File: config.mk
export PLATFORM = sky130hd
export DESIGN_NAME = semaphore_wait_queue_manager_core
export DESIGN_NICKNAME = d
export VERILOG_FILES = /design/src/hw/rtl/sqm_pkg.sv /design/src/hw/rtl/semaphore_wait_queue_manager_core.sv /design/src/hw/rtl/sqm_sem_store.sv /design/src/hw/rtl/sqm_link_store.sv /design/src/hw/rtl/sqm_ctrl.sv
export SDC_FILE = /design/constraint.sdc
export NUM_CORES = 1
export LEC_CHECK = 0
export BUFFER_PORTS_ARGS = -buffer_cell sky130_fd_sc_hd__buf_2
export CAP_MARGIN = 0
export CORE_MARGIN = 2
export CORE_UTILIZATION = 25
export CTS_CLUSTER_SIZE = 25
export DETAILED_ROUTE_END_ITERATION = 6
export GPL_ROUTABILITY_DRIVEN = 0
export PLACE_DENSITY_LB_ADDON = 0.2
export SYNTH_ARGS = -nofsm -noshare
export SYNTH_HDL_FRONTEND = slang
export SYNTH_SLANG_ARGS = --single-unit
File: constraint.sdc
create_clock -name clk -period 6.8 [get_ports clk]
set_clock_uncertainty 0.1 [all_clocks]
set_input_delay 0.34 -clock clk [delete_from_list [all_inputs] [get_ports clk]]
set_output_delay 0.34 -clock clk [all_outputs]
set_load 0.05 [all_outputs]
File: src/hw/rtl/sqm_pkg.sv
// ----------------------------------------------------------------------------
// Semaphore wait queue manager package
// Shared widths, operation and error codes, and the stored queue descriptor.
// ----------------------------------------------------------------------------
package sqm_pkg;

  localparam int OP_W     = 16;
  localparam int HANDLE_W = 5;
  localparam int PROC_W   = 7;
  localparam int LEN_W    = 7;
  localparam int ERR_W    = 2;

  localparam int DEF_NUM_SEMAPHORES = 16;
  localparam int DEF_NUM_PROCESSES  = 64;

  localparam logic [OP_W-1:0] OP_RESERVE = 16'd1;
  localparam logic [OP_W-1:0] OP_RELEASE = 16'd2;

  localparam logic [ERR_W-1:0] ERR_NONE = 2'd0;
  localparam logic [ERR_W-1:0] ERR_ARG  = 2'd1;
  localparam logic [ERR_W-1:0] ERR_OP   = 2'd2;

  localparam logic [LEN_W-1:0] LEN_MAX = 7'd127;

  typedef struct packed {
    logic [PROC_W-1:0] head;
    logic [PROC_W-1:0] tail;
    logic [LEN_W-1:0]  len;
  } sem_entry_t;

  typedef struct packed {
    logic [LEN_W-1:0]  waiters_left;
    logic [PROC_W-1:0] woken_process;
    logic              must_wait;
    logic [ERR_W-1:0]  error_code;
    logic              ok;
  } result_t;

endpackage

File: src/hw/rtl/semaphore_wait_queue_manager_core.sv
// A result is registered in the lookup state for errors and for a release on an empty
// queue, and in the link or pop state for a reserve or a waking release. A new request is
// taken only when idle, after the descriptor memory read and, for a queue update, the
// second pass on the link memory; an unaccepted result holds the last step. Reset:
// control and the descriptor valid bits clear; queues read empty.
// ----------------------------------------------------------------------------
// Semaphore wait queue manager
// FIFO wait queues of process numbers per semaphore, kept as linked lists in
// a descriptor memory and a link memory.
// ----------------------------------------------------------------------------
module semaphore_wait_queue_manager_core #(
  parameter int NUM_SEMAPHORES = sqm_pkg::DEF_NUM_SEMAPHORES,
  parameter int NUM_PROCESSES  = sqm_pkg::DEF_NUM_PROCESSES
) (
  input  logic        clk,
  input  logic        rst,
  input  logic        s_tvalid,
  output logic        s_tready,
  // req_type[15:0], sema_handle[20:16], caller_process[27:21], zero[31:28]
  input  logic [31:0] s_tdata,
  output logic        m_tvalid,
  input  logic        m_tready,
  // ok[0], error_code[2:1], must_wait[3], woken_process[10:4],
  // waiters_left[17:11], zero[23:18]
  output logic [23:0] m_tdata
);

  localparam int SW = (NUM_SEMAPHORES > 1) ? $clog2(NUM_SEMAPHORES) : 1;
  localparam int NW = $clog2(NUM_PROCESSES);

  logic                          sem_re, sem_we, lnk_re, lnk_we;
  logic [SW-1:0]                 sem_raddr, sem_waddr;
  sqm_pkg::sem_entry_t           sem_rdata, sem_wdata;
  logic [NW-1:0]                 lnk_raddr, lnk_waddr;
  logic [sqm_pkg::PROC_W-1:0]    lnk_rdata, lnk_wdata;
  sqm_pkg::result_t              result;

  sqm_sem_store #(
    .NUM_SEMAPHORES(NUM_SEMAPHORES),
    .SW            (SW)
  ) u_sem_store (
    .clk  (clk),
    .rst  (rst),
    .re   (sem_re),
    .raddr(sem_raddr),
    .rdata(sem_rdata),
    .we   (sem_we),
    .waddr(sem_waddr),
    .wdata(sem_wdata)
  );

  sqm_link_store #(
    .NUM_PROCESSES(NUM_PROCESSES),
    .NW           (NW)
  ) u_link_store (
    .clk  (clk),
    .re   (lnk_re),
    .raddr(lnk_raddr),
    .rdata(lnk_rdata),
    .we   (lnk_we),
    .waddr(lnk_waddr),
    .wdata(lnk_wdata)
  );

  sqm_ctrl #(
    .NUM_SEMAPHORES(NUM_SEMAPHORES),
    .NUM_PROCESSES (NUM_PROCESSES),
    .SW            (SW),
    .NW            (NW)
  ) u_ctrl (
    .clk           (clk),
    .rst           (rst),
    .in_valid      (s_tvalid),
    .in_ready      (s_tready),
    .req_type      (s_tdata[15:0]),
    .sema_handle   (s_tdata[20:16]),
    .caller_process(s_tdata[27:21]),
    .sem_re        (sem_re),
    .sem_raddr     (sem_raddr),
    .sem_rdata     (sem_rdata),
    .sem_we        (sem_we),
    .sem_waddr     (sem_waddr),
    .sem_wdata     (sem_wdata),
    .lnk_re        (lnk_re),
    .lnk_raddr     (lnk_raddr),
    .lnk_rdata     (lnk_rdata),
    .lnk_we        (lnk_we),
    .lnk_waddr     (lnk_waddr),
    .lnk_wdata     (lnk_wdata),
    .out_valid     (m_tvalid),
    .out_ready     (m_tready),
    .result        (result)
  );

  assign m_tdata = {6'd0, result};

endmodule

File: src/hw/rtl/sqm_sem_store.sv
// ----------------------------------------------------------------------------
// Semaphore descriptor store
// Head, tail and length per semaphore in one memory; valid bits make every
// entry read as an empty queue until it is first written.
// ----------------------------------------------------------------------------
module sqm_sem_store #(
  parameter int NUM_SEMAPHORES = sqm_pkg::DEF_NUM_SEMAPHORES,
  parameter int SW             = 4
) (
  input  logic                clk,
  input  logic                rst,
  input  logic                re,
  input  logic [SW-1:0]       raddr,
  output sqm_pkg::sem_entry_t rdata,
  input  logic                we,
  input  logic [SW-1:0]       waddr,
  input  sqm_pkg::sem_entry_t wdata
);

  sqm_pkg::sem_entry_t        mem [NUM_SEMAPHORES];
  logic [NUM_SEMAPHORES-1:0]  vld;
  sqm_pkg::sem_entry_t        rd_q;
  logic                       rd_vld;

  always_ff @(posedge clk) begin
    if (we) begin
      mem[waddr] <= wdata;
    end
    if (re) begin
      rd_q   <= mem[raddr];
      rd_vld <= vld[raddr];
    end
  end

  always_ff @(posedge clk) begin
    if (rst) begin
      vld <= '0;
    end else if (we) begin
      vld[waddr] <= 1'b1;
    end
  end

  assign rdata = rd_vld ? rd_q : '0;

endmodule

File: src/hw/rtl/sqm_link_store.sv
// ----------------------------------------------------------------------------
// Waiter link store
// Next-waiter pointer per process, one write and one registered read port.
// ----------------------------------------------------------------------------
module sqm_link_store #(
  parameter int NUM_PROCESSES = sqm_pkg::DEF_NUM_PROCESSES,
  parameter int NW            = 6
) (
  input  logic                      clk,
  input  logic                      re,
  input  logic [NW-1:0]             raddr,
  output logic [sqm_pkg::PROC_W-1:0] rdata,
  input  logic                      we,
  input  logic [NW-1:0]             waddr,
  input  logic [sqm_pkg::PROC_W-1:0] wdata
);

  logic [sqm_pkg::PROC_W-1:0] mem [NUM_PROCESSES];

  always_ff @(posedge clk) begin
    if (we) begin
      mem[waddr] <= wdata;
    end
    if (re) begin
      rdata <= mem[raddr];
    end
  end

endmodule

File: src/hw/rtl/sqm_ctrl.sv
// ----------------------------------------------------------------------------
// Wait queue sequencer
// Reads the descriptor, follows or extends the list, writes back and holds
// the result register.
// ----------------------------------------------------------------------------
module sqm_ctrl #(
  parameter int NUM_SEMAPHORES = sqm_pkg::DEF_NUM_SEMAPHORES,
  parameter int NUM_PROCESSES  = sqm_pkg::DEF_NUM_PROCESSES,
  parameter int SW             = 4,
  parameter int NW             = 6
) (
  input  logic                          clk,
  input  logic                          rst,
  input  logic                          in_valid,
  output logic                          in_ready,
  input  logic [sqm_pkg::OP_W-1:0]      req_type,
  input  logic [sqm_pkg::HANDLE_W-1:0]  sema_handle,
  input  logic [sqm_pkg::PROC_W-1:0]    caller_process,
  output logic                          sem_re,
  output logic [SW-1:0]                 sem_raddr,
  input  sqm_pkg::sem_entry_t           sem_rdata,
  output logic                          sem_we,
  output logic [SW-1:0]                 sem_waddr,
  output sqm_pkg::sem_entry_t           sem_wdata,
  output logic                          lnk_re,
  output logic [NW-1:0]                 lnk_raddr,
  input  logic [sqm_pkg::PROC_W-1:0]    lnk_rdata,
  output logic                          lnk_we,
  output logic [NW-1:0]                 lnk_waddr,
  output logic [sqm_pkg::PROC_W-1:0]    lnk_wdata,
  output logic                          out_valid,
  input  logic                          out_ready,
  output sqm_pkg::result_t              result
);

  typedef enum logic [3:0] {
    ST_IDLE = 4'b0001,
    ST_LOOK = 4'b0010,
    ST_LINK = 4'b0100,
    ST_POP  = 4'b1000
  } state_t;

  state_t                        state, state_next;
  logic [sqm_pkg::OP_W-1:0]      op_q;
  logic                          h_ok_q;
  logic [SW-1:0]                 sidx_q;
  logic [sqm_pkg::PROC_W-1:0]    caller_q;
  sqm_pkg::result_t              res_next;
  logic                          res_load;
  logic                          res_free;
  logic                          h_in_ok;
  logic [sqm_pkg::HANDLE_W-1:0]  h_m1;
  logic [sqm_pkg::PROC_W-1:0]    caller_m1, head_m1, tail_m1;
  logic                          caller_ok, head_ok, tail_ok, nxt_ok;
  logic [sqm_pkg::LEN_W-1:0]     len_inc, len_dec;
  sqm_pkg::sem_entry_t           ent;

  function automatic logic proc_ok(input logic [sqm_pkg::PROC_W-1:0] p);
    return (p != '0) && (32'(p) <= 32'(NUM_PROCESSES));
  endfunction

  assign ent       = sem_rdata;
  assign res_free  = !out_valid || out_ready;
  assign in_ready  = (state == ST_IDLE) && !rst;
  assign h_in_ok   = (sema_handle != '0) && (32'(sema_handle) <= 32'(NUM_SEMAPHORES));
  assign h_m1      = sema_handle - sqm_pkg::HANDLE_W'(1);
  assign caller_m1 = caller_q - sqm_pkg::PROC_W'(1);
  assign head_m1   = ent.head - sqm_pkg::PROC_W'(1);
  assign tail_m1   = ent.tail - sqm_pkg::PROC_W'(1);
  assign caller_ok = proc_ok(caller_q);
  assign head_ok   = proc_ok(ent.head);
  assign tail_ok   = proc_ok(ent.tail);
  assign nxt_ok    = proc_ok(lnk_rdata);
  assign len_inc   = (ent.len == sqm_pkg::LEN_MAX) ? ent.len : ent.len + 1'b1;
  assign len_dec   = (ent.len == '0) ? ent.len : ent.len - 1'b1;

  always_comb begin
    state_next = state;
    sem_re     = 1'b0;
    sem_raddr  = h_in_ok ? SW'(h_m1) : '0;
    sem_we     = 1'b0;
    sem_waddr  = sidx_q;
    sem_wdata  = ent;
    lnk_re     = 1'b0;
    lnk_raddr  = NW'(head_m1);
    lnk_we     = 1'b0;
    lnk_waddr  = NW'(caller_m1);
    lnk_wdata  = '0;
    res_load   = 1'b0;
    res_next   = '0;
    case (state)
      ST_IDLE: begin
        if (in_valid) begin
          sem_re     = 1'b1;
          state_next = ST_LOOK;
        end
      end
      ST_LOOK: begin
        if (!h_ok_q) begin
          res_next.error_code = sqm_pkg::ERR_ARG;
          if (res_free) begin
            res_load   = 1'b1;
            state_next = ST_IDLE;
          end
        end else if (op_q == sqm_pkg::OP_RESERVE) begin
          if (!caller_ok) begin
            res_next.error_code   = sqm_pkg::ERR_ARG;
            res_next.waiters_left = ent.len;
            if (res_free) begin
              res_load   = 1'b1;
              state_next = ST_IDLE;
            end
          end else begin
            lnk_we         = 1'b1;
            sem_we         = 1'b1;
            sem_wdata.head = tail_ok ? ent.head : caller_q;
            sem_wdata.tail = caller_q;
            sem_wdata.len  = len_inc;
            state_next     = ST_LINK;
          end
        end else if (op_q == sqm_pkg::OP_RELEASE) begin
          if (!head_ok) begin
            res_next.ok           = 1'b1;
            res_next.waiters_left = ent.len;
            if (res_free) begin
              res_load   = 1'b1;
              state_next = ST_IDLE;
            end
          end else begin
            lnk_re     = 1'b1;
            state_next = ST_POP;
          end
        end else begin
          res_next.error_code   = sqm_pkg::ERR_OP;
          res_next.waiters_left = ent.len;
          if (res_free) begin
            res_load   = 1'b1;
            state_next = ST_IDLE;
          end
        end
      end
      ST_LINK: begin
        lnk_waddr             = NW'(tail_m1);
        lnk_wdata             = caller_q;
        res_next.ok           = 1'b1;
        res_next.must_wait    = 1'b1;
        res_next.waiters_left = len_inc;
        if (res_free) begin
          lnk_we     = tail_ok;
          res_load   = 1'b1;
          state_next = ST_IDLE;
        end
      end
      ST_POP: begin
        lnk_waddr              = NW'(head_m1);
        sem_wdata.head         = nxt_ok ? lnk_rdata : '0;
        sem_wdata.tail         = nxt_ok ? ent.tail : '0;
        sem_wdata.len          = len_dec;
        res_next.ok            = 1'b1;
        res_next.woken_process = ent.head;
        res_next.waiters_left  = len_dec;
        if (res_free) begin
          sem_we     = 1'b1;
          lnk_we     = 1'b1;
          res_load   = 1'b1;
          state_next = ST_IDLE;
        end
      end
      default: begin
        state_next = ST_IDLE;
      end
    endcase
  end

  always_ff @(posedge clk) begin
    if (rst) begin
      state     <= ST_IDLE;
      out_valid <= 1'b0;
    end else begin
      state <= state_next;
      if (res_load) begin
        out_valid <= 1'b1;
      end else if (out_ready) begin
        out_valid <= 1'b0;
      end
    end
  end

  always_ff @(posedge clk) begin
    if (in_valid && in_ready) begin
      op_q     <= req_type;
      h_ok_q   <= h_in_ok;
      sidx_q   <= SW'(h_m1);
      caller_q <= caller_process;
    end
    if (res_load) begin
      result <= res_next;
    end
  end

  a_accept_look: assert property (@(posedge clk) disable iff (rst)
    (in_valid && in_ready) |=> (state == ST_LOOK))
    else $error("accepted request did not start a descriptor lookup");

  a_sem_write_state: assert property (@(posedge clk) disable iff (rst)
    sem_we |-> (state == ST_LOOK || state == ST_POP))
    else $error("descriptor write outside lookup or pop");

  a_pop_from_look: assert property (@(posedge clk) disable iff (rst)
    (state == ST_POP && $past(state) != ST_POP) |-> ($past(state) == ST_LOOK))
    else $error("pop entered without a lookup");

  a_err_not_ok: assert property (@(posedge clk) disable iff (rst)
    (out_valid && result.error_code != sqm_pkg::ERR_NONE) |->
      (!result.ok && !result.must_wait && result.woken_process == '0))
    else $error("error result carries a completed operation");

  a_wait_or_wake: assert property (@(posedge clk) disable iff (rst)
    (out_valid && result.must_wait) |-> (result.woken_process == '0))
    else $error("result both queues and wakes a process");

endmodule
=== Word level (Yosys, flattened, before mapping) ===
Memories as Yosys holds them, arrays and structs flattened. A register that Yosys moved wholly into a read port is not among the register bits.
Cells that the tools add are included.

* Add/sub/neg operators: 6
* Order comparisons: 8
* Equal/unequal tests: 8
* Muxes and demuxes: 67
* Bitwise operators: 1
* Reduce and logical (&&, ||, !) cells: 20

{| class="wikitable"
|+ Operator list
! kind !! count
|-
| 21-bit two-way mux || 4
|-
| 7-bit two-way mux || 11
|-
| 21-bit one-hot mux with 2 select lines || 1
|-
| 1-bit two-way mux || 32
|-
| 4-bit two-way mux || 8
|-
| 7-bit <= comparator (second input constant) || 4
|-
| 7-bit nonzero test || 4
|-
| 7-bit one-hot mux with 3 select lines || 1
|-
| 6-bit by 1-bit subtractor with 6-bit output (second input constant) || 3
|-
| 16-bit by 1-bit == test with 1-bit output (second input constant) || 1
|-
| 16-bit by 2-bit == test with 1-bit output (second input constant) || 1
|-
| 16-bit OR || 1
|-
| 4-bit one-hot mux with 3 select lines || 1
|-
| 6-bit one-hot mux with 2 select lines || 1
|-
| 4-bit by 5-bit < comparator with 1-bit output (second input constant) || 2
|-
| 1-bit logical AND || 8
|-
| 7-bit by 1-bit adder with 7-bit output (second input constant) || 1
|-
| 7-bit == test (second input constant) || 1
|-
| 7-bit logical NOT || 1
|-
| 7-bit by 1-bit subtractor with 7-bit output (second input constant) || 1
|-
| 1-bit one-hot mux with 2 select lines || 3
|-
| 5-bit <= comparator (second input constant) || 1
|-
| 5-bit nonzero test || 1
|-
| 1-bit binary-select mux with 4-bit select || 1
|-
| other kinds (15) || 17
|}

* Register bits: 68
* Bits in writable memories: 784
* Input port bits: 36
* Output and inout bits: 26
* Logic and storage cells: 126
* Memories kept: 2

{| class="wikitable"
|+ Memories
! name !! depth !! bits a word !! rd ports !! clocked after Yosys merged registers in !! write ports !! RTL line !! source
|-
| u_link_store.mem || 64 || 7 || 1 || 1 || 1 || sqm_link_store.sv:18 || <nowiki>logic [sqm_pkg::PROC_W-1:0] mem [NUM_PROCESSES];</nowiki>
|-
| u_sem_store.mem || 16 || 21 || 1 || 1 || 1 || sqm_sem_store.sv:20 || <nowiki>sqm_pkg::sem_entry_t mem [NUM_SEMAPHORES];</nowiki>
|}

=== Depth between registers and ports, before layout ===
Gate-level depths: netlist of run 1.

* Word-level depth: 9
* Depth in mapped cells: 16
* Gate-level depth less buffers: 13

=== Cells and area by module ===
From an unflattened synthesis of run 1, not the netlist that was laid out.

* Cell total of the unflattened synthesis: 1819
* Area total of the unflattened synthesis: 35337.6 um2

{| class="wikitable"
|+ By module, submodules not included
! module !! instances !! cells each !! area each (um2) !! seq. area each (um2)
|-
| sqm_link_store || 1 || 827 || 17704.5 || 13663.1
|-
| sqm_sem_store || 1 || 649 || 14228.6 || 11070.6
|-
| sqm_ctrl || 1 || 336 || 3355.7 || 1481.4
|-
| semaphore_wait_queue_manager_core || 1 || 7 || 48.8 || 0.0
|}

=== Worst setup path after synthesis of run 1 ===
No wires, ideal clock.

* Kind: reg-to-reg
* Start point: register u_sem_store.rd_vld
* End point: memory u_link_store.mem[32][0] (netlist bit), enable pin
* Setup time: 360 ps
* Arrival time: 3404 ps
* Required time: 6340 ps
* Slack: 2936 ps
* Stages on the path, launching flop included: 15
* Path buffers: 4
* Period minus slack after synthesis: 3864 ps
* Cell sequence: edfxtp_1 buf_2 buf_2 clkbuf_1 clkbuf_1 and3_1 a21oi_1 ha_1 or3b_2 a32oi_1 inv_1 o31a_1 o21ai_0 nand2_1 nor2_1

* Cells in the longest elaborated chain, start to end: 7
* Elaborated cells between the ends (all ways): 11
* Classes of those cells: add/sub (2); order compare (1); mux (6); reduce/logical (2)

{| class="wikitable"
|+ Ends and longest elaborated chain
! item !! RTL line !! source
|-
| start, declared || sqm_sem_store.sv:23 || <nowiki>logic rd_vld;</nowiki>
|-
| start signal, assigned || sqm_sem_store.sv:31 || <nowiki>rd_vld <= vld[raddr];</nowiki>
|-
| 21-bit two-way mux (*) || sqm_sem_store.sv:43 || <nowiki>assign rdata = rd_vld ? rd_q : '0;</nowiki>
|-
| 7-bit <= comparator or 7-bit nonzero test (tied branches) || sqm_ctrl.sv:59 || <nowiki>return (p != '0) && (32'(p) <= 32'(NUM_PROCESSES));</nowiki>
|-
| 1-bit logical AND || sqm_ctrl.sv:59 ||
|-
| 1-bit two-way mux || sqm_ctrl.sv:148 || <nowiki>if (res_free) begin</nowiki>
|-
| 1-bit one-hot mux with 3 select lines || sqm_ctrl.sv:91 || <nowiki>case (state)</nowiki>
|-
| 1-bit two-way mux || sqm_link_store.sv:21 || <nowiki>if (we) begin</nowiki>
|-
| 1-bit two-way mux (not written as such) || sqm_link_store.sv:22 || <nowiki>mem[waddr] <= wdata;</nowiki>
|-
| end, declared || sqm_link_store.sv:18 ||
|}

Mark *: on every way between the ends. The rest lies on a longest branch, timed or not.

=== Worst setup path after layout of run 1 ===
* Start point: register u_sem_store.rd_vld
* End point: register u_link_store.rdata[5] (netlist bit), read port of u_link_store.mem, data pin

* Cells in the longest elaborated chain, start to end: 8
* Elaborated cells between the ends (all ways): 10
* Classes of those cells: add/sub (1); order compare (1); mux (6); reduce/logical (2)

{| class="wikitable"
|+ Ends and longest elaborated chain
! item !! RTL line !! source
|-
| 21-bit two-way mux (*) || sqm_sem_store.sv:43 ||
|-
| 7-bit <= comparator or 7-bit nonzero test (tied branches) || sqm_ctrl.sv:59 ||
|-
| 1-bit logical AND || sqm_ctrl.sv:59 ||
|-
| 1-bit two-way mux || sqm_ctrl.sv:122 || <nowiki>if (!head_ok) begin</nowiki>
|-
| 1-bit two-way mux || sqm_ctrl.sv:121 || <nowiki>end else if (op_q == sqm_pkg::OP_RELEASE) begin</nowiki>
|-
| 1-bit two-way mux || sqm_ctrl.sv:105 || <nowiki>end else if (op_q == sqm_pkg::OP_RESERVE) begin</nowiki>
|-
| 1-bit two-way mux || sqm_ctrl.sv:99 || <nowiki>if (!h_ok_q) begin</nowiki>
|-
| 1-bit two-way mux || sqm_ctrl.sv:91 ||
|-
| end, declared || sqm_link_store.sv:12 || <nowiki>output logic [sqm_pkg::PROC_W-1:0] rdata,</nowiki>
|}

Marked as above.
A chain may end at the register's enable or synchronous reset.

==> results of run 1 <==
-- cell usage after synthesis (all sizes together), types with 14 or more instances --
library cell  count  area share, %
a22oi            24           0.51
nor3             19           0.27
edfxtp          859             72
inv              29           0.31
a32oi            16           0.39
dfxtp            21            1.2
nor2            158            1.7
o21ai            62           0.87
o21bai           15           0.32
mux4             70            4.4
clkbuf           65           0.69
o22ai            73            1.3
xnor2            17           0.46
mux2             18           0.57
and2             19           0.33
buf              57           0.92
mux2i           177            5.0
a21oi            49           0.70
nand2           187            2.0
nand3            42           0.59
o221ai           32           0.79
nand2b           15           0.26
a221o            14           0.39
nand4            18           0.32
o211ai           16           0.34
-- sequential cells by signal, indices dropped and copies added (netlist names) --
signal and count:
u_link_store.mem 448, u_sem_store.mem 336, u_sem_store.rd_q 21, u_ctrl.result 18, u_ctrl.op_q 16, u_sem_store.vld 16, u_ctrl.caller_q 7, u_link_store.rdata 7
u_ctrl.sem_waddr 4, u_ctrl.state 4, u_ctrl.h_ok_q 1, u_ctrl.out_valid 1, u_sem_store.rd_vld 1
-- metal layers --
metal	vias to the layer above	routed length, um	track usage (%)
met5	-	13	0
met4	2	2280	3.67
met3	152	5320	2.43
met2	599	48400	22.5
met1	10400	43400	17.9
li1	8941	-	-
-- final cells by class --
type | count | share of cell area (%)
multi-input cells | 1172 | 21.3
clock buffers | 129 | 6.29
well taps | 1890 | 5.68
clock inverters | 52 | 1.19
repair buffers | 135 | 2.31
inverters | 29 | 0.264
flip-flops and latches | 880 | 62.9
-- worst min-delay path by stage --
| stage | end | slack (ps) | start |
|---|---|---|---|
| after global routing | u_ctrl.h_ok_q | 150 | s_tdata[20] |
| final | u_ctrl.h_ok_q | 170 | s_tdata[20] |
| after detailed placement | u_sem_store.vld[12] | 360 | u_sem_store.vld[12] |
| after floorplan | u_ctrl.caller_q[0] | 340 | s_tdata[21] |
| after CTS | u_ctrl.h_ok_q | 110 | s_tdata[20] |
| after global placement | u_sem_store.vld[7] | 360 | u_sem_store.vld[7] |
-- power breakdown --
group / switching [uW] / internal, uW
clock network: 2170 / 2980
logic: 607 / 301
registers: 41.2 / 5960
-- cells by family after synthesis --
kind of cell             synth area share, %
AO/OA/AOI/OAI                           7.19
XOR/XNOR                               0.583
adder cells (fa/ha/maj)                0.211
buffers and inverters                   1.91
flip-flops                              73.6
multiplexers                            10.0
other                                 0.0105
AND/OR/NAND/NOR                         6.46
-- per-stage QoR --
stage / util [%] / instances / hold WS [ps] / cell area [sq um] / power, uW
detailed placement: 27.0 / 4077 / 360 / 38200 / 7020
global route: 29.5 / 4287 / 152 / 41700 / 12500
CTS: 29.5 / 4287 / 112 / 41700 / 12200
global placement: 27.0 / 4077 / 357 / 38200 / 7000
finish: 29.5 / 4287 / 170 / 41700 / 12100
floorplan: - / 2203 / 339 / 35600 / 6690
-- critical path: stages, from the launching register on --
cell and delay (ps):
edfxtp_1 360, buf_4 270, and2_2 240, buf_4 240, clkinv_2 70, buf_4 410, ha_1 560, xnor2_4 160
buf_4 470, buf_4 460, mux4_2 370, nand2_1 90, a21oi_1 120, nor4_1 660, o211ai_1 180
==> flow_metrics.py, run 1 <==
metrics = {
    "run_status": {
        "status": "finished clean",
    },
    "clock_network": {
        "cts_hold_buf": 29,
        "cts_tree": "built",
        "clock_latency_ps": 710,
        "htreeDepth": 3,
        "root_buffer": "clkbuf_16",
        "path_clk_slew_ps": 60,
        "cts-buffers-inserted": 98,
        "cts-resized-gates": 0,
        "clkSinkCount": 880,
        "cts_setup_buffers": 0,
        "cts_max_path_buffers": 3,
    },
    "die": {
        "coreArea_sq_um": 141000,
        "fp.dieArea_sq_um": 145000,
        "ioPinCount": 62,
        "start_util_pct": 25.2,
        "die-height_um": 381,
        "die_w_um": 381,
        "num_rows": 138,
    },
    "detailed_routing": {
        "vias": 20100,
        "ant_nets": 0,
        "dr.first_iter.drc_count": 1857,
        "viasPerCell": 4.68,
        "drt-total-wl_mm": 99.4,
        "dr.pass1.iters": 6,
        "drc": 0,
        "wl_per_cell_um": 23.2,
    },
    "placed_design": {
        "dp_hpwl_mm": 61.0,
        "pre_cts_ws_ps": 1630,
        "io_buffers": 51,
    },
    "timing": {
        "worst_pin_slew_ps": 1440,
        "max_freq_mhz": 193,
        "setup-tns-final_ps": 0,
        "hold_violations": 0,
        "finalCritPeriodShare_pct": 76.1,
        "rsz0062_at_grt": "no",
        "final.setup.worst_slack_ps": 1630,
        "drv_slew": 0,
        "setup_viol": 0,
        "max-slew-margin-rel_pct": 4.18,
        "period_needed_ps": 5170,
    },
    "worst_setup_path": {
        "crit_end": "u_link_store.rdata[5]",
        "critPathRequiredTime_ps": 7110,
        "r2r_slack_ps": 1630,
        "crit_path_max_fanout": 45,
        "cp-start-kind": "flip-flop",
        "cp-startpoint": "u_sem_store.rd_vld",
        "worstPathArrival_ps": 5490,
        "cp-end-kind": "flip-flop",
        "timing.rr.start": "u_sem_store.rd_vld",
        "crit_type": "reg -> reg",
        "r2r_end": "u_link_store.rdata[5]",
        "ff2ff_path_depth": 14,
    },
    "final_layout": {
        "final_cell_mix": "859 x edfxtp_1, 184 x nand2_1, 176 x mux2i_1",
        "antenna_cells": 0,
        "multi_input_area_sq_um": 8890,
        "seqCellArea_sq_um": 26200,
        "final_nets": 2358,
        "drive_gt1_share_pct": 16.4,
        "n_fill_cell": 14000,
        "final_common_cell": "edfxtp_1",
        "area_growth_pct": 17.0,
    },
    "pwr": {
        "leakage_uw": 0.0127,
        "power.density_nw_per_um2": 290,
        "ir_drop_mv": 0.184,
    },
    "global_route": {
        "grt_max_degree": 65,
        "grt_pass1_wl_mm": 143,
        "grt_pass1_vias": 20600,
        "antenna_found_initial": 6,
        "grt_overflow_total": 0,
        "track_usage_pct": 13.5,
    },
    "synthesis": {
        "ys_types": 76,
        "synth_cells": 2198,
        "ys_dominant_reg_cell": "edfxtp_1",
        "async_flop_share_pct": 0,
        "synth-seq-cells": 880,
        "synthesis.area_sq_um": 35600,
        "yosysSeqAreaShare_pct": 73.6,
        "avgSynthCellArea_sq_um": 16.2,
        "synth_warnings": 0,
        "synth_edf_count": 859,
    },
    "hold_path": {
        "hold-path-cell-count": 2,
        "hold_class": "in -> reg",
    },
    "run": {
        "cap_violations": 0,
    },
}
No activity file was read; power rests on OpenSTA's default activity.
==> run 2: changes to the inputs <==
- clock period: 6.8 -> 4.42 ns (I/O delays scaled with it)
==> flow_metrics.py, run 2 (synthesized netlist as in run 1, its figures left out) <==
metrics = {
    "run_status": {
        "status": "finished clean",
    },
    "clock_network": {
        "clkSinkCount": 880,
        "cts-buffers-inserted": 96,
        "root_buffer": "clkbuf_16",
        "path_clk_slew_ps": 60,
        "htreeDepth": 3,
        "clock_latency_ps": 700,
        "cts_tree": "built",
        "cts_setup_buffers": 0,
        "cts_max_path_buffers": 3,
    },
    "final_layout": {
        "final_core_util_pct": 29.8,
        "layout.cells.non_filler": 4343,
        "final_common_cell": "edfxtp_1",
        "top_regs": "u_link_store.mem: 448 flops, u_sem_store.mem: 336 flops, u_sem_store.rd_q: 21 flops",
        "final_nets": 2416,
        "final_cell_mix": "859 x edfxtp_1, 184 x nand2_1, 176 x mux2i_1",
        "regMostFlops": "u_link_store.mem",
        "largest_reg_flops": 448,
        "drive_gt1_share_pct": 18.6,
        "area_growth_pct": 18.5,
    },
    "die": {
        "fp.dieArea_sq_um": 145000,
        "coreArea_sq_um": 141000,
        "start_util_pct": 25.2,
        "num_rows": 138,
        "ioPinCount": 62,
        "die_w_um": 381,
        "die-height_um": 381,
    },
    "detailed_routing": {
        "drc": 0,
        "dr.first_iter.drc_count": 1801,
        "dr.pass1.iters": 5,
        "vias": 20400,
        "ant_nets": 0,
        "drt-total-wl_mm": 101,
        "wl_per_cell_um": 23.3,
        "viasPerCell": 4.70,
    },
    "global_route": {
        "use_met3_pct": 2.04,
        "grt_overflow_total": 0,
        "use_met1_pct": 19.1,
        "grt_max_degree": 84,
        "grt_busiest_layer": "met2",
        "grt_pass1_wl_mm": 146,
        "gr-usage-met2_pct": 22.1,
        "antenna_found_initial": 5,
        "track_usage_pct": 13.7,
        "grt_pass1_vias": 20600,
    },
    "worst_setup_path": {
        "cp-start-kind": "flip-flop",
        "worstPathArrival_ps": 4510,
        "worst_path_max_delay_cell": "nor2_1",
        "cp-end-kind": "flip-flop",
        "crit_family": "simple AND/OR/NAND/NOR gates",
        "critPathRequiredTime_ps": 4640,
        "path_buf_inv": 1,
        "crit_chain": "nor2_1 > nand3b_1 > inv_2 > and3_1 > a21oi_1 > ha_1 > or3b_2 > a32oi_1 > and3_1 > a31oi_1 > o21ai_0 > nand2_1 > nor2_1",
        "crit_type": "reg -> reg",
        "cp_slowest_stage_delay_ps": 630,
        "crit_path_max_fanout": 9,
    },
    "hold_path": {
        "hold_class": "in -> reg",
    },
    "timing": {
        "setup-tns-final_ps": 0,
        "max_freq_mhz": 233,
        "worst_pin_slew_ps": 1350,
        "period_needed_ps": 4290,
        "setup_viol": 0,
        "rsz0062_at_grt": "yes",
        "drv_slew": 0,
        "hold_violations": 0,
        "finalCritPeriodShare_pct": 97.1,
        "max-slew-margin-rel_pct": 9.76,
    },
    "run": {
        "cap_violations": 0,
    },
    "pwr": {
        "p_total_uw": 18700,
        "power.density_nw_per_um2": 442,
        "ir_drop_mv": 0.272,
        "leakage_uw": 0.0130,
    },
    "placed_design": {
        "dp_cells": 4135,
        "io_buffers": 51,
        "dp_hpwl_mm": 64.3,
    },
}
[run 2: where the power goes]
group	internal, uW	switching, uW
logic	497	972
registers	9180	51.8
clock network	4680	3270
total	14400	4300
[run 2: timing repair]
| action | 4_1_cts | 5_1_grt |
|---|---|---|
| hold endpoints to repair | 48 | 0 |
| hold buffers | 30 | 0 |
| gates resized for setup | 0 | 11 |
| endpoints found under the setup margin | 0 | 105 |
[run 2: path summary, 6_finish.rpt]
path	startpoint	end	slack (ps)	depth (start not counted)
setup / recovery	u_ctrl.state[3]	u_link_store.mem[41][1]	130	13
hold reg to reg	u_sem_store.vld[11]	u_sem_store.vld[11]	370	2
setup reg to reg	u_ctrl.state[3]	u_link_store.mem[41][1]	130	13
hold / removal	s_tvalid	u_ctrl.state[3]	120	5
[run 2: tightest hold or removal path: stages]
cell      delay, ps
buf_2           140
a31oi_1         160
o21ai_0          80
nand2b_1        190
nor2_1           70
[run 2: routing by layer]
layer	vias up	part of all wire (%)
met5	-	0
met2	585	47
li1	9053	-
met4	0	2.5
met3	145	4.7
met1	10600	46
[run 2: cell type report]
cell class	instances	area [sq um]
Fill cell	14000	99200
Sequential cell	880	26200
Multi-Input combinational cell	1172	8910
Clock buffer	125	2570
Tap cell	1890	2360
Timing Repair Buffer	195	1510
Clock inverter	51	523
Inverter	29	110
Antenna cell	1	2.50
[run 2: through the flow]
stage	hold slack (ps)	worst slack, ps	cell area, sq um
2_1_floorplan	220	556	35600
3_3_place_gp	301	216	38800
3_5_place_dp	300	156	38800
4_1_cts	33.5	101	42200
5_1_grt	107	-126	42200
6_report	119	130	42200
==> run 3: changes to the inputs <==
==> constraint.sdc (replaced) <==
create_clock -name clk -period 4 [get_ports clk]
set_clock_uncertainty 0.1 [all_clocks]
set_input_delay 0.4 -clock clk [delete_from_list [all_inputs] [get_ports clk]]
set_output_delay 0.4 -clock clk [all_outputs]
set_load 0.05 [all_outputs]
==> flow_metrics.py, run 3 (synthesized netlist as in run 1, its figures left out) <==
metrics = {
    "die": {
        "die_w_um": 381,
        "start_util_pct": 25.2,
        "ioPinCount": 62,
        "fp.dieArea_sq_um": 145000,
        "num_rows": 138,
        "die-height_um": 381,
        "coreArea_sq_um": 141000,
    },
    "clock_network": {
        "cts_tree": "built",
        "path_clk_slew_ps": 60,
        "cts-buffers-inserted": 95,
        "root_buffer": "clkbuf_16",
        "cts_max_path_buffers": 3,
        "clkSinkCount": 880,
        "clock_latency_ps": 690,
        "htreeDepth": 3,
    },
    "pwr": {
        "p_total_uw": 20200,
        "power.density_nw_per_um2": 477,
        "leakage_uw": 0.0132,
        "ir_drop_mv": 0.351,
    },
    "final_layout": {
        "area_growth_pct": 19.2,
        "largest_reg_flops": 448,
        "drive_gt1_share_pct": 19.8,
        "top_regs": "u_link_store.mem: 448 flops, u_sem_store.mem: 336 flops, u_sem_store.rd_q: 21 flops",
        "final_common_cell": "edfxtp_1",
        "final_cell_mix": "859 x edfxtp_1, 182 x nand2_1, 176 x mux2i_1",
        "regMostFlops": "u_link_store.mem",
        "final_nets": 2454,
        "n_fill_cell": 13900,
        "layout.cells.non_filler": 4377,
    },
    "timing": {
        "hold_violations": 0,
        "setup-tns-final_ps": 0,
        "max-slew-margin-rel_pct": 19.1,
        "drv_slew": 0,
        "finalCritPeriodShare_pct": 97.1,
        "max_freq_mhz": 258,
        "worst_pin_slew_ps": 1210,
        "setup_viol": 0,
        "final.setup.worst_slack_ps": 117,
        "rsz0062_at_grt": "yes",
        "period_needed_ps": 3880,
        "whs_ps": 33.4,
    },
    "detailed_routing": {
        "ant_nets": 0,
        "dr.first_iter.drc_count": 1993,
        "drt-total-wl_mm": 101,
        "wl_per_cell_um": 23.0,
        "vias": 20400,
        "dr.pass1.iters": 5,
        "viasPerCell": 4.66,
        "drc": 0,
    },
    "worst_setup_path": {
        "critPathRequiredTime_ps": 4290,
        "cp-end-kind": "flip-flop",
        "crit_chain": "nor2_1 > nand3b_1 > inv_2 > and3_1 > a21oi_1 > ha_1 > or3b_2 > a32oi_1 > inv_1 > o31a_1 > o21ai_0 > nand2_1 > nor2_1 > buf_4",
        "crit_type": "reg -> reg",
        "worstPathArrival_ps": 4180,
        "crit_path_max_fanout": 8,
        "cpMostUsedCell": "nor2_1",
        "cp-start-kind": "flip-flop",
        "worst_path_max_delay_cell": "or3b_2",
        "cp_slowest_stage_delay_ps": 460,
    },
    "placed_design": {
        "pre_cts_ws_ps": 156,
        "io_buffers": 51,
        "dp_hpwl_mm": 63.5,
        "dp_cells": 4181,
    },
    "global_route": {
        "grt_pass1_vias": 20800,
        "track_usage_pct": 13.6,
        "antenna_found_initial": 6,
        "grt_max_degree": 83,
        "grt_overflow_total": 0,
        "grt_pass1_wl_mm": 146,
    },
    "run": {
        "cap_violations": 0,
    },
    "run_status": {
        "status": "finished clean",
    },
    "hold_path": {
        "hold_class": "in -> reg",
    },
}
run 3: worst paths after layout:
| path | start | to | slack, ps | cells after the start |
|---|---|---|---|---|
| worst min-delay path | m_tready | u_ctrl.state[0] | 30 | 3 |
| worst max register to register | u_ctrl.state[3] | u_link_store.mem[3][2] | 120 | 14 |
| worst min register to register | u_sem_store.vld[8] | u_sem_store.vld[8] | 370 | 2 |
| worst max-delay path | u_ctrl.state[3] | u_link_store.mem[3][2] | 120 | 14 |
run 3: worst max-delay path, delay by kind of cell, from the launching register on:
family | cells | cell delay (ps)
compound gates | 4 | 990
fa+ha+maj | 1 | 250
buf+inv | 3 | 380
flops | 1 | 340
simple gates | 6 | 1530
run 3: repair_timing:
item / CTS / global route
hold buffers: 24 / 0
resized for setup: 0 / 4
setup buffers: 0 / 0
hold endpoints to repair: 24 / 0
setup endpoints to repair: 0 / 183
run 3: metal layers:
layer	vias up	GRT usage (%)	wire length [um]
li1	9130	-	-
met1	10600	18.4	44400
met2	589	22.6	48300
met3	141	2.36	5660
met4	2	3.81	2280
met5	-	0	13
run 3: cell type report:
class                           instances  area (sq um)  share of cell area [%]
Antenna cell                            1          2.50                 0.00590
Sequential cell                       880         26200                    61.8
Timing Repair Buffer                  234          1890                    4.46
Multi-Input combinational cell       1172          8900                    21.0
Inverter                               29           110                   0.259
Clock inverter                         49           425                    1.00
Tap cell                             1890          2360                    5.57
Clock buffer                          122          2530                    5.96
run 3: stage by stage:
step / utilization [%] / area (sq um)
6_report: 30.0 / 42400
5_1_grt: 30.0 / 42400
4_1_cts: 30.0 / 42400
3_5_place_dp: 27.7 / 39200
3_3_place_gp: 27.7 / 39200
2_1_floorplan: - / 35600
run 3: where the power goes:
part / internal [uW] / leakage, uW / switching, uW
combinational: 563 / 0.00469 / 1070
sequential: 10100 / 0.00704 / 57.1
clock: 4800 / 0.00146 / 3600
total: 15500 / 0.0132 / 4730
